<file path="src/rtl/stt_pkg.sv">
// Shared constants, codes and control structs of the software timer table.
// Used by the controller, the datapath and the top level.
`default_nettype none
package stt_pkg;
	localparam int MAX_TIMERS = 16;
	localparam int IDX_W = $clog2(MAX_TIMERS);
	localparam int TIME_W = 48;
	localparam int DLY_W = 40;
	localparam int TAG_W = 32;
	localparam int ORD_W = 32;
	localparam int ID_W = 6;
	localparam int CNT_W = 6;
	localparam int STAT_W = 3;

	typedef enum logic [1:0] {
		CMD_REL = 2'd0,
		CMD_ABS = 2'd1,
		CMD_CANCEL = 2'd2,
		CMD_TICK = 2'd3
	} cmd_t;

	typedef enum logic [1:0] {
		KIND_SCHED = 2'd0,
		KIND_CANCEL = 2'd1,
		KIND_EXPIRY = 2'd2,
		KIND_DONE = 2'd3
	} kind_t;

	typedef enum logic [STAT_W-1:0] {
		ST_OK = 3'd0,
		ST_DELAY = 3'd1,
		ST_FULL = 3'd2,
		ST_BAD_ID = 3'd3,
		ST_INACTIVE = 3'd4
	} status_t;

	typedef enum logic [1:0] {
		OSEL_REPLY = 2'd0,
		OSEL_SCHED_OK = 2'd1,
		OSEL_EXPIRY = 2'd2,
		OSEL_DONE = 2'd3
	} out_sel_t;

	typedef enum logic [3:0] {
		S_IDLE,
		S_DECODE,
		S_SEARCH,
		S_REPLY_OK,
		S_REPLY,
		S_DUE_SCAN,
		S_DUE_END,
		S_SEL_SCAN,
		S_PICK
	} state_t;

	typedef struct packed {
		logic load;
		logic alloc_init;
		logic alloc_step;
		logic alloc_commit;
		logic due_init;
		logic due_step;
		logic final_load;
		logic sel_init;
		logic sel_step;
		logic fire;
		logic out_load;
		out_sel_t out_sel;
	} ctl_cmd_t;

	typedef struct packed {
		cmd_t cmd;
		logic delay_bad;
		logic full;
		logic idx_free;
		logic idx_last;
		logic found;
		logic out_free;
	} dp_stat_t;
endpackage
`default_nettype wire

</file>
<file path="src/rtl/stt_ctrl.sv">
// Controller state machine of the timer table: sequences allocation, tick scans
// and result words. Depends on stt_pkg and drives stt_dp through ctl_cmd_t.
`default_nettype none
module stt_ctrl import stt_pkg::*; (
	input wire logic clk,
	input wire logic arst_n,
	input wire logic in_valid,
	output logic in_ready,
	input dp_stat_t stat,
	output ctl_cmd_t ctl
);
	state_t state_q, state_d;

	always_ff @(posedge clk or negedge arst_n) begin
		if (!arst_n) begin
			state_q <= S_IDLE;
		end else begin
			state_q <= state_d;
		end
	end

	always_comb begin
		state_d = state_q;
		ctl = '0;
		in_ready = 1'b0;
		case (state_q)
			S_IDLE: begin
				in_ready = 1'b1;
				if (in_valid) begin
					ctl.load = 1'b1;
					state_d = S_DECODE;
				end
			end
			S_DECODE: begin
				case (stat.cmd)
					CMD_REL, CMD_ABS: begin
						if ((stat.cmd == CMD_REL && stat.delay_bad) || stat.full) begin
							state_d = S_REPLY;
						end else begin
							ctl.alloc_init = 1'b1;
							state_d = S_SEARCH;
						end
					end
					CMD_CANCEL: state_d = S_REPLY;
					default: begin
						ctl.due_init = 1'b1;
						state_d = S_DUE_SCAN;
					end
				endcase
			end
			S_SEARCH: begin
				if (stat.idx_free) begin
					ctl.alloc_commit = 1'b1;
					state_d = S_REPLY_OK;
				end else begin
					ctl.alloc_step = 1'b1;
				end
			end
			S_REPLY_OK: begin
				if (stat.out_free) begin
					ctl.out_load = 1'b1;
					ctl.out_sel = OSEL_SCHED_OK;
					state_d = S_IDLE;
				end
			end
			S_REPLY: begin
				if (stat.out_free) begin
					ctl.out_load = 1'b1;
					ctl.out_sel = OSEL_REPLY;
					state_d = S_IDLE;
				end
			end
			S_DUE_SCAN: begin
				ctl.due_step = 1'b1;
				if (stat.idx_last) begin
					state_d = S_DUE_END;
				end
			end
			S_DUE_END: begin
				ctl.final_load = 1'b1;
				ctl.sel_init = 1'b1;
				state_d = S_SEL_SCAN;
			end
			S_SEL_SCAN: begin
				ctl.sel_step = 1'b1;
				if (stat.idx_last) begin
					state_d = S_PICK;
				end
			end
			S_PICK: begin
				if (stat.out_free) begin
					ctl.out_load = 1'b1;
					if (stat.found) begin
						ctl.out_sel = OSEL_EXPIRY;
						ctl.fire = 1'b1;
						ctl.sel_init = 1'b1;
						state_d = S_SEL_SCAN;
					end else begin
						ctl.out_sel = OSEL_DONE;
						state_d = S_IDLE;
					end
				end
			end
			default: state_d = S_IDLE;
		endcase
	end
endmodule
`default_nettype wire

</file>
<file path="src/rtl/stt_dp.sv">
// Datapath of the timer table: entry registers, scan index, best-entry tracking
// and the output register. Depends on stt_pkg; commanded by stt_ctrl.
`default_nettype none
module stt_dp import stt_pkg::*; (
	input wire logic clk,
	input wire logic arst_n,
	input ctl_cmd_t ctl,
	output dp_stat_t stat,
	input wire logic cfg_valid,
	input wire logic [DLY_W-1:0] max_delay,
	input wire logic [1:0] command,
	input wire logic [TIME_W-1:0] now_time,
	input wire logic [DLY_W-1:0] delay,
	input wire logic [TIME_W-1:0] expiry_time,
	input wire logic recurring,
	input wire logic [ID_W-1:0] cancel_id,
	input wire logic [TAG_W-1:0] user_tag,
	output logic out_valid,
	input wire logic out_ready,
	output logic [1:0] kind,
	output logic [STAT_W-1:0] status,
	output logic [ID_W-1:0] result_id,
	output logic [TAG_W-1:0] tag_out,
	output logic [CNT_W-1:0] active_count,
	output logic last
);
	logic [DLY_W-1:0] max_delay_q;
	cmd_t cmd_q;
	logic [TIME_W-1:0] now_q, abs_q;
	logic [DLY_W-1:0] delay_q;
	logic rec_q;
	logic [ID_W-1:0] cid_q;
	logic [TAG_W-1:0] tag_q;

	logic [MAX_TIMERS-1:0] valid_q, due_q;
	logic [TIME_W-1:0] exp_q [MAX_TIMERS];
	logic [DLY_W-1:0] per_q [MAX_TIMERS];
	logic rep_q [MAX_TIMERS];
	logic [ORD_W-1:0] ord_q [MAX_TIMERS];
	logic [TAG_W-1:0] etag_q [MAX_TIMERS];

	logic [ID_W-1:0] last_id_q;
	logic [CNT_W-1:0] active_q, final_q, drop_q;
	logic [ORD_W-1:0] order_cnt_q;
	logic [IDX_W-1:0] idx_q, best_q;
	logic found_q;
	logic [TIME_W-1:0] best_exp_q;
	logic [ORD_W-1:0] best_ord_q;
	logic [DLY_W-1:0] best_per_q;
	logic best_rep_q;
	logic [TAG_W-1:0] best_tag_q;

	logic [IDX_W-1:0] idx_next;
	logic cid_bad, cid_on, cancel_ok, is_due, better;
	logic [TIME_W:0] sum_new, sum_rearm;
	logic [TIME_W-1:0] exp_new, exp_rearm;
	status_t reply_status;

	always_comb begin
		idx_next = (idx_q == IDX_W'(MAX_TIMERS - 1)) ? '0 : idx_q + 1'b1;
		cid_bad = cid_q >= ID_W'(MAX_TIMERS);
		cid_on = !cid_bad && valid_q[cid_q[IDX_W-1:0]];
		cancel_ok = (cmd_q == CMD_CANCEL) && cid_on;
		sum_new = {1'b0, now_q} + {{(TIME_W + 1 - DLY_W){1'b0}}, delay_q};
		exp_new = sum_new[TIME_W] ? '1 : sum_new[TIME_W-1:0];
		sum_rearm = {1'b0, now_q} + {{(TIME_W + 1 - DLY_W){1'b0}}, best_per_q};
		exp_rearm = sum_rearm[TIME_W] ? '1 : sum_rearm[TIME_W-1:0];
		is_due = valid_q[idx_q] && (exp_q[idx_q] <= now_q);
		better = due_q[idx_q] && (!found_q || exp_q[idx_q] < best_exp_q ||
			(exp_q[idx_q] == best_exp_q && ord_q[idx_q] < best_ord_q));
		if (cmd_q == CMD_CANCEL) begin
			reply_status = cid_bad ? ST_BAD_ID : (cid_on ? ST_OK : ST_INACTIVE);
		end else begin
			reply_status = (cmd_q == CMD_REL && delay_q > max_delay_q) ? ST_DELAY : ST_FULL;
		end
		stat.cmd = cmd_q;
		stat.delay_bad = delay_q > max_delay_q;
		stat.full = active_q >= CNT_W'(MAX_TIMERS);
		stat.idx_free = !valid_q[idx_q];
		stat.idx_last = idx_q == IDX_W'(MAX_TIMERS - 1);
		stat.found = found_q;
		stat.out_free = !out_valid || out_ready;
	end

	always_ff @(posedge clk or negedge arst_n) begin
		if (!arst_n) begin
			max_delay_q <= '1;
			valid_q <= '0;
			last_id_q <= '0;
			active_q <= '0;
			order_cnt_q <= '0;
			out_valid <= 1'b0;
		end else begin
			if (cfg_valid) begin
				max_delay_q <= max_delay;
			end
			if (ctl.alloc_commit) begin
				valid_q[idx_q] <= 1'b1;
				last_id_q <= ID_W'(idx_q);
				active_q <= active_q + 1'b1;
				order_cnt_q <= order_cnt_q + 1'b1;
			end
			if (ctl.out_load && ctl.out_sel == OSEL_REPLY && cancel_ok) begin
				valid_q[cid_q[IDX_W-1:0]] <= 1'b0;
				active_q <= active_q - 1'b1;
			end
			if (ctl.fire) begin
				if (best_rep_q) begin
					order_cnt_q <= order_cnt_q + 1'b1;
				end else begin
					valid_q[best_q] <= 1'b0;
					active_q <= active_q - 1'b1;
				end
			end
			if (ctl.out_load) begin
				out_valid <= 1'b1;
			end else if (out_ready) begin
				out_valid <= 1'b0;
			end
		end
	end

	always_ff @(posedge clk) begin
		if (ctl.load) begin
			cmd_q <= cmd_t'(command);
			now_q <= now_time;
			delay_q <= delay;
			abs_q <= expiry_time;
			rec_q <= recurring;
			cid_q <= cancel_id;
			tag_q <= user_tag;
		end
		if (ctl.alloc_init) begin
			idx_q <= (last_id_q >= ID_W'(MAX_TIMERS - 1)) ? '0 : last_id_q[IDX_W-1:0] + 1'b1;
		end
		if (ctl.alloc_step || ctl.due_step || ctl.sel_step) begin
			idx_q <= idx_next;
		end
		if (ctl.due_init || ctl.sel_init) begin
			idx_q <= '0;
		end
		if (ctl.alloc_commit) begin
			if (cmd_q == CMD_REL) begin
				exp_q[idx_q] <= exp_new;
				per_q[idx_q] <= delay_q;
				rep_q[idx_q] <= rec_q;
			end else begin
				exp_q[idx_q] <= abs_q;
				per_q[idx_q] <= '0;
				rep_q[idx_q] <= 1'b0;
			end
			ord_q[idx_q] <= order_cnt_q;
			etag_q[idx_q] <= tag_q;
		end
		if (ctl.due_init) begin
			drop_q <= '0;
		end
		if (ctl.due_step) begin
			due_q[idx_q] <= is_due;
			if (is_due && !rep_q[idx_q]) begin
				drop_q <= drop_q + 1'b1;
			end
		end
		if (ctl.final_load) begin
			final_q <= active_q - drop_q;
		end
		if (ctl.sel_init) begin
			found_q <= 1'b0;
		end
		if (ctl.sel_step && better) begin
			found_q <= 1'b1;
			best_q <= idx_q;
			best_exp_q <= exp_q[idx_q];
			best_ord_q <= ord_q[idx_q];
			best_per_q <= per_q[idx_q];
			best_rep_q <= rep_q[idx_q];
			best_tag_q <= etag_q[idx_q];
		end
		if (ctl.fire) begin
			due_q[best_q] <= 1'b0;
			if (best_rep_q) begin
				exp_q[best_q] <= exp_rearm;
				ord_q[best_q] <= order_cnt_q;
			end
		end
		if (ctl.out_load) begin
			case (ctl.out_sel)
				OSEL_REPLY: begin
					kind <= (cmd_q == CMD_CANCEL) ? KIND_CANCEL : KIND_SCHED;
					status <= reply_status;
					result_id <= (cmd_q == CMD_CANCEL) ? cid_q : '0;
					tag_out <= '0;
					active_count <= cancel_ok ? active_q - 1'b1 : active_q;
					last <= 1'b1;
				end
				OSEL_SCHED_OK: begin
					kind <= KIND_SCHED;
					status <= ST_OK;
					result_id <= last_id_q;
					tag_out <= '0;
					active_count <= active_q;
					last <= 1'b1;
				end
				OSEL_EXPIRY: begin
					kind <= KIND_EXPIRY;
					status <= ST_OK;
					result_id <= ID_W'(best_q);
					tag_out <= best_tag_q;
					active_count <= final_q;
					last <= 1'b0;
				end
				default: begin
					kind <= KIND_DONE;
					status <= ST_OK;
					result_id <= '0;
					tag_out <= '0;
					active_count <= final_q;
					last <= 1'b1;
				end
			endcase
		end
	end

	a_count: assert property (@(posedge clk) disable iff (!arst_n)
		$countones(valid_q) == int'(active_q)) else $error("active count mismatch");
	a_limit: assert property (@(posedge clk) disable iff (!arst_n)
		active_q <= CNT_W'(MAX_TIMERS)) else $error("active count above table size");
	a_fire: assert property (@(posedge clk) disable iff (!arst_n)
		ctl.fire |-> due_q[best_q] && valid_q[best_q]) else $error("fired entry not due");
	a_alloc: assert property (@(posedge clk) disable iff (!arst_n)
		ctl.alloc_commit |=> valid_q[last_id_q[IDX_W-1:0]]) else $error("allocation lost");
endmodule
`default_nettype wire

</file>
<file path="src/rtl/software_timer_table_core.sv">
// A schedule makes a next-fit walk of the table, one entry a cycle; a refused schedule
// or a cancel is answered without a walk.
// A tick first runs the due scan; then, for each expiry word and for the tick-done word,
// a pick rescans all 16 entries with one comparator.
// One item is in work at a time; the next is taken once the last word is registered.
// Reset (arst_n low) clears all timers, the active and order counters, the last
// allocated id and out_valid; max_delay returns to all ones.
`default_nettype none
module software_timer_table_core import stt_pkg::*; (
	input wire logic clk,
	input wire logic arst_n,
	input wire logic cfg_valid,
	output logic cfg_ready,
	input wire logic [DLY_W-1:0] max_delay,
	input wire logic in_valid,
	output logic in_ready,
	input wire logic [1:0] command,
	input wire logic [TIME_W-1:0] now_time,
	input wire logic [DLY_W-1:0] delay,
	input wire logic [TIME_W-1:0] expiry_time,
	input wire logic recurring,
	input wire logic [ID_W-1:0] cancel_id,
	input wire logic [TAG_W-1:0] user_tag,
	output logic out_valid,
	input wire logic out_ready,
	output logic [1:0] kind,
	output logic [STAT_W-1:0] status,
	output logic [ID_W-1:0] result_id,
	output logic [TAG_W-1:0] tag_out,
	output logic [CNT_W-1:0] active_count,
	output logic last
);
	ctl_cmd_t ctl;
	dp_stat_t stat;

	assign cfg_ready = 1'b1;

	stt_ctrl u_ctrl (
		.clk(clk),
		.arst_n(arst_n),
		.in_valid(in_valid),
		.in_ready(in_ready),
		.stat(stat),
		.ctl(ctl)
	);

	stt_dp u_dp (
		.clk(clk),
		.arst_n(arst_n),
		.ctl(ctl),
		.stat(stat),
		.cfg_valid(cfg_valid),
		.max_delay(max_delay),
		.command(command),
		.now_time(now_time),
		.delay(delay),
		.expiry_time(expiry_time),
		.recurring(recurring),
		.cancel_id(cancel_id),
		.user_tag(user_tag),
		.out_valid(out_valid),
		.out_ready(out_ready),
		.kind(kind),
		.status(status),
		.result_id(result_id),
		.tag_out(tag_out),
		.active_count(active_count),
		.last(last)
	);
endmodule
`default_nettype wire
</file>
<file path="config.mk">
export PLATFORM = sky130hd
export DESIGN_NAME = software_timer_table_core
export DESIGN_NICKNAME = d
export VERILOG_FILES = /design/src/rtl/stt_pkg.sv /design/src/rtl/stt_ctrl.sv /design/src/rtl/stt_dp.sv /design/src/rtl/software_timer_table_core.sv
export SDC_FILE = /design/constraint.sdc
export NUM_CORES = 2
export LEC_CHECK = 0
export BUFFER_PORTS_ARGS = -buffer_cell sky130_fd_sc_hd__buf_2
export CAP_MARGIN = 20
export CORE_ASPECT_RATIO = 1.25
export CORE_UTILIZATION = 56
export CTS_CLUSTER_DIAMETER = 40
export CTS_CLUSTER_SIZE = 8
export DETAILED_ROUTE_END_ITERATION = 6
export PLACE_DENSITY = 0.75
export SYNTH_ARGS = -nofsm -noshare
export SYNTH_HDL_FRONTEND = slang
export SYNTH_HIERARCHICAL = 1
export SYNTH_SLANG_ARGS = --single-unit
</file>
<file path="constraint.sdc">
create_clock -name clk -period 10.7 [get_ports clk]
set_input_delay 2.14 -clock clk [delete_from_list [all_inputs] [get_ports clk]]
set_output_delay 2.14 -clock clk [all_outputs]
set_load 0.01 [all_outputs]
</file>
==> Word level (Yosys, flattened, before mapping) <==
Memories as Yosys holds them, arrays and structs flattened. A register that Yosys moved wholly into a read port is not among the register bits.
Cells that the tools add are included.
{ "word_totals": {"reg_bits": 448, "mem_bits_rw": 2448, "inputBits": 222, "output_inout_bits": 53, "wordCells": 227, "memories": 5} }
{ "mem_list": {"columns": ["name", "words", "word_bits", "read_ports", "rd_ports_with_merged_regs", "wr", "line_no", "rtl"], "rows": [
  ["u_dp.exp_q", 16, 48, 1, 1, 1, "stt_dp.sv:36", "logic [TIME_W-1:0] exp_q [MAX_TIMERS];"],
  ["u_dp.per_q", 16, 40, 1, 1, 1, "stt_dp.sv:37", "logic [DLY_W-1:0] per_q [MAX_TIMERS];"],
  ["u_dp.etag_q", 16, 32, 1, 1, 1, "stt_dp.sv:40", "logic [TAG_W-1:0] etag_q [MAX_TIMERS];"],
  ["u_dp.ord_q", 16, 32, 1, 1, 1, "stt_dp.sv:39", "logic [ORD_W-1:0] ord_q [MAX_TIMERS];"],
  ["u_dp.rep_q", 16, 1, 1, 1, 1, "stt_dp.sv:38", "logic rep_q [MAX_TIMERS];"]
]} }
{ "op_classes": {"add_sub_neg": 9, "n_lt_le_gt_ge": 13, "eq_ne": 20, "muxes": 107, "n_bitwise": 9, "reduce_logical": 35} }
{ "op_table": {"columns": ["op", "n"], "rows": [
  ["two-way mux 48 bit", 4],
  ["two-way mux 32 bit", 4],
  ["adder 48 x 40 -> 49 bit", 2],
  ["two-way mux 16 bit", 6],
  ["two-way mux 4 bit", 19],
  ["two-way mux 6 bit", 9],
  ["bitwise AND 16 bit", 3],
  ["equality test 48 bit", 1],
  ["<= comparator 48 bit", 1],
  ["less-than comparator 48 bit", 1],
  ["OR reduction 48 bit", 1],
  ["two-way mux 1 bit", 41],
  ["> comparator 40 bit", 1],
  ["two-way mux 40 bit", 1],
  ["adder 32 x 1 -> 32 bit (second input constant)", 1],
  ["less-than comparator 32 bit", 1],
  ["inverter 16 bit", 2],
  ["one-hot mux 4 bit (8 select lines)", 1],
  ["OR reduction 32 bit", 1],
  ["two-way mux 3 bit", 7],
  ["one-hot mux 6 bit (3 select lines)", 1],
  ["bitwise mux 16 bit", 1],
  ["equality test 4 x 3 -> 1 bit (second input constant)", 4],
  ["bitwise OR 16 bit", 1],
  ["other kinds (33)", 79]
]} }

==> Logic depth before layout (Yosys ltp) <==
{ "logic_depth": {"word_depth": 11, "mapped_depth": 19, "mapped_depth_nobuf": 17} }

==> Hierarchy <==
The synthesis kept the hierarchy.
{ "by_module_without_submodules": {"columns": ["mod", "instances", "cells_per_inst", "area_per_inst_um2", "seq_area_each_um2"], "rows": [
  ["stt_dp", 1, 7711, 128439.4, 88369.8],
  ["stt_ctrl", 1, 61, 469.2, 100.1],
  ["software_timer_table_core", 1, 2, 11.3, 0.0]
]} }

==> Worst setup path before layout <==
OpenSTA, ideal clock, no wires.
{ "synth_path": {"kind": "register -> register", "from": "register (tool-made name)", "to": "register u_dp.best_exp_q[0] (read register of u_dp.exp_q), enable pin", "setup_ps": 676, "arrival_time_ps": 10888, "required_time_ps": 10024, "slack_ps": -863, "stages_incl_launch_ff": 15, "n_path_buf": 4, "period_less_slack_ps": 11563, "path_cell_list": "dfxtp_1 -> buf_2 -> clkbuf_1 -> buf_1 -> buf_1 -> mux4_2 -> mux4_2 -> ha_1 -> nand4_1 -> nor2_1 -> nand3_1 -> or4_1 -> nor3_1 -> a221oi_1 -> nor2_1"} }
{ "synth_rtl": {"columns": ["element", "line_no", "rtl"], "rows": [
  ["end: declaration", "stt_dp.sv:47", "logic [TIME_W-1:0] best_exp_q;"]
]} }

==> metrics.md <==
| Metric | Value |
|---|---|
| Status | finished clean |
| Largest net degree at the start of global routing | 130 |
| Postcts setup bufs | 0 |
| Post-synth ARST share | 0.0347 |
| Clock Tree Buf Depth | 4 |
| Netlist Area Pre-Place | 129000 µm² |
| Cts hold-fix bufs | 0 |
| Mapped Avg Cell Area | approximately 17 µm² |
| Top delay family on crit path | buffers and inverters |
| Post-DP HPWL | roughly 210000 µm |
| Power per cell area | about 270 nW/µm² |
| CTS root buffer | clkbuf_16 |
| TritonCTS Buffers | between 400 and 500 |
| GRT Overall Usage | 0.312 |
| Critical Path AT | ~7.4 ns |
| Crit-path cells | buf_4 > buf_4 > mux4_2 > mux4_2 > ha_1 > or4b_1 > a31oi_1 > o21ai_1 > nand4_1 > a21oi_1 > o211ai_1 > a221oi_1 > nor2_4 > buf_12 |
| WP data required | 11.17 ns |
| Setup crit end kind | flop |
| Post-cts sizing count | 0 |
| Mapped Cells | a little under 8000 |
| Crit path kind | flop to flop |
| DRT antenna net count | 0 |
| TritonCTS clock tree | yes |
| H-tree lvl count | 5 |
| Tot Pwr | 39.3 mW |
| Fin crit share | 0.652 |
| Area Overhead vs Synth | 13.7% |
| Slew headroom | 0.205 |
| Worst skew pair latency | between 0.9 and 1 ns |
| Iter 0 DRT Violations | between 10000 and 15000 |
| Wire per inst | between 30 and 40 µm |
| Clock skew | 0.0802 ns |
| Startpoint types | flop |
| Clk sinks | roughly 3000 |
| Count of max-cap constraint violations | 0 |
| Drt pass-1 iters | 6 |
| Routed vias | ~77000 |
| Pins Over Slew Limit | 0 |
| Fmax achieved | between 0.1 and 0.15 GHz |
| Layout Nets | 8643 |
| Final min period | ~7.0 ns |
| Sequential area share after synthesis | 0.686 |
| Full die area | about 230000 µm² |
| Vias in the first global route | between 70000 and 80000 |
| Die H | ~540 µm |
| Worst min path class | flop to flop |
| EDFF count, synth | 2838 |
| Routed vias/inst | ~6.7 |
| Pleak | ~50 nW |
| Worst Tran Pin Value | approximately 1.2 ns |
| Synth cell types | just over 100 |
| Std-Cell Rows | between 150 and 200 |
| Die X | 431 µm |
| First-pass GRT wire length | ~520000 µm |
| Starting Density | 0.564 |
| Clock Pin Slew Worst Setup and Hold Paths | approximately 0.05 ns |
| Synth Flop Type | edfxtp_1 |
| Final wirelength | ~360000 µm |
| Yosys warnings | 6 |
| Seq cells post-synth | just under 3000 |
| Synth Net Count | ~8300 |
| Max incr delay on CP | slightly above 0.9 ns |
| Boundary Pins | 275 |
| Routability cong. | ~0.94 |
| Buffers plus inverters on the worst setup path | 3 |
| Fill count | 15300 |
| Core Region | 229000 µm² |
| Share of layout cells above drive strength 1 | 0.229 |
| Max VDD drop | ~0.22 mV |
| Port buffer count | about 270 |
| Final setup vio count | 0 |
| Slowest CP cell | dfxtp_4 |
| Critical path peak fanout | 129 |
| Final Hold Fails | 0 |
| Initial antenna violation count | 16 |
| Unrepaired setup endpoints after global routing | false |
| TNS Setup | 0 ns |
| Remaining DRCs | 0 |
| GR Overflow Total | 0 |
## final timing paths
path,slack (ns),end,start,cells past startpoint
max,3.73,u_dp/best_ord_q[28],flop,14
min,0.46,u_dp/due_q[15],u_dp/due_q[15],2
max reg2reg,3.73,u_dp/best_ord_q[28],flop,14
min reg2reg,0.46,u_dp/due_q[15],u_dp/due_q[15],2
max in group asynchronous,8.43,u_dp/valid_q[8],arst_n,2
min in group asynchronous,1.18,u_dp/order_cnt_q[21],arst_n,1
## report_power, final
group | switching [mW] | internal (mW) | leakage (nW) | total, mW
sequential | 0.773 | 14.4 | 27.7 | 15.2
combinational | 6.71 | 4.86 | 17.0 | 11.6
clock | 4.94 | 7.62 | 6.00 | 12.6
## logic make-up (layout without fill, tap and decap cells)
family                   Yosys count  count (layout)  share of synthesized area
AO/OA/AOI/OAI                   1394            1394                     0.0637
multiplexers                     896             896                      0.145
buffers and inverters            734            1363                     0.0228
adder cells (fa/ha/maj)          264             264                     0.0258
other                              1               8                  0.0000291
XOR/XNOR                         114             114                    0.00774
flip-flops                      2972            2972                      0.686
AND/OR/NAND/NOR                 1399            1399                     0.0483
## cells in the mapped netlist, types with 33 or more instances
cell type  count  area, µm²
a21o_1        82        616
a21oi_1      229       1150
and2_1        83        519
buf_1         59        221
buf_2         45        225
clkbuf_1     371       1390
dfrtp_1       63       1580
dfstp_2       40       1050
edfxtp_1    2838      85200
ha_1         261       3270
inv_1        218        818
mux2i_1      109       1090
mux4_2       780      17600
nand2_1      727       2730
nand3_1       62        310
nand4_1       55        344
nor2_1       271       1020
nor2b_1       35        219
nor3_1        55        275
o21a_1        33        248
o21ai_0      793       3970
xnor2_1       80        701
xor2_1        34        298
## stage by stage
stage / setup WS (ns) / util / hold WS [ns] / std cells / area (µm²)
floorplan: 1.79 / - / 0.433 / 7774 / 129000
global placement: 3.78 / 0.586 / 0.455 / 10800 / 134000
detailed placement: 3.69 / 0.586 / 0.456 / 10800 / 134000
CTS: 3.75 / 0.640 / 0.463 / 11500 / 146000
global route: 3.50 / 0.641 / 0.501 / 11500 / 147000
finish: 3.73 / 0.641 / 0.461 / 11500 / 147000
## flip-flops by register name (all words and copies together) (netlist names), 16 cells and up, named ones only
signal / count
u_dp/best_ord_q: 32
u_dp/rep_q: 16
u_dp/ord_q: 512
u_dp/best_tag_q: 32
u_dp/order_cnt_q: 32
u_dp/abs_q: 48
u_dp/valid_q: 16
u_dp/tag_out: 32
u_dp/per_q: 640
u_dp/etag_q: 512
u_dp/best_per_q: 40
u_dp/exp_q: 768
u_dp/best_exp_q: 48
u_dp/delay_q: 40
u_dp/due_q: 16
u_dp/tag_q: 32
u_dp/now_q: 48
u_dp/max_delay_q: 40
## area by class of cell
class	count	area (µm²)	share of cell area
Antenna cell	7	17.5	0.000120
Inverter	221	830	0.00566
Multi-Input combinational cell	4068	38000	0.259
Timing Repair Buffer	456	2880	0.0197
Sequential cell	2972	88500	0.604
Clock inverter	62	694	0.00474
Clock buffer	624	11800	0.0805
Tap cell	3069	3840	0.0262
## metal layers
layer / track usage / vias to the layer above / part of all wire
met3: 0.0634 / 1113 / 0.11
met2: 0.513 / 5607 / 0.49
li1: - / 31400 / -
met4: 0.157 / 22 / 0.056
met1: 0.396 / 38600 / 0.34
met5: 0 / - / 0.00038
## layout by cell type (no fill, tap or decap), types with 13 or more instances in the layout
| cell type | netlist | final |
|---|---|---|
| nand2_2 | 0 | 16 |
| o21ai_0 | 793 | 778 |
| mux4_2 | 780 | 780 |
| nand4_1 | 55 | 55 |
| o211ai_1 | 13 | 13 |
| nor2_4 | 6 | 22 |
| a221oi_1 | 16 | 16 |
| dfrtp_1 | 63 | 63 |
| a21oi_1 | 229 | 229 |
| dfstp_2 | 40 | 40 |
| inv_1 | 218 | 218 |
| nor3_1 | 55 | 42 |
| nor3_2 | 2 | 15 |
| o21ai_1 | 22 | 21 |
| buf_4 | 19 | 168 |
| a31oi_1 | 26 | 26 |
| nand2_1 | 727 | 711 |
| a22oi_1 | 32 | 32 |
| buf_2 | 45 | 274 |
| clkbuf_16 | 0 | 443 |
| nand2b_1 | 26 | 26 |
| and3_1 | 23 | 23 |
| nor2b_1 | 35 | 32 |
| o21a_1 | 33 | 33 |
| nor2_1 | 271 | 251 |
| a21o_1 | 82 | 82 |
| and2_1 | 83 | 80 |
| mux2i_1 | 109 | 108 |
| o22ai_1 | 16 | 16 |
| xnor2_1 | 80 | 80 |
| nand3_1 | 62 | 62 |
| a211oi_1 | 16 | 16 |
| ha_1 | 261 | 261 |
| clkinv_2 | 0 | 14 |
| clkbuf_1 | 371 | 178 |
| o21ai_4 | 0 | 16 |
| dfxtp_1 | 31 | 23 |
| xor2_1 | 34 | 34 |
| o21bai_1 | 13 | 13 |
| edfxtp_1 | 2838 | 2838 |
## worst register-to-register path, cell delays in order, from the launching register on
cell,delay [ns]
dfxtp_4,0.93
buf_4,0.65
buf_4,0.63
mux4_2,0.62
mux4_2,0.50
ha_1,0.22
or4b_1,0.54
a31oi_1,0.28
o21ai_1,0.16
nand4_1,0.15
a21oi_1,0.10
o211ai_1,0.47
a221oi_1,0.26
nor2_4,0.20
buf_12,0.53
Power figures use the tool's default switching activity.
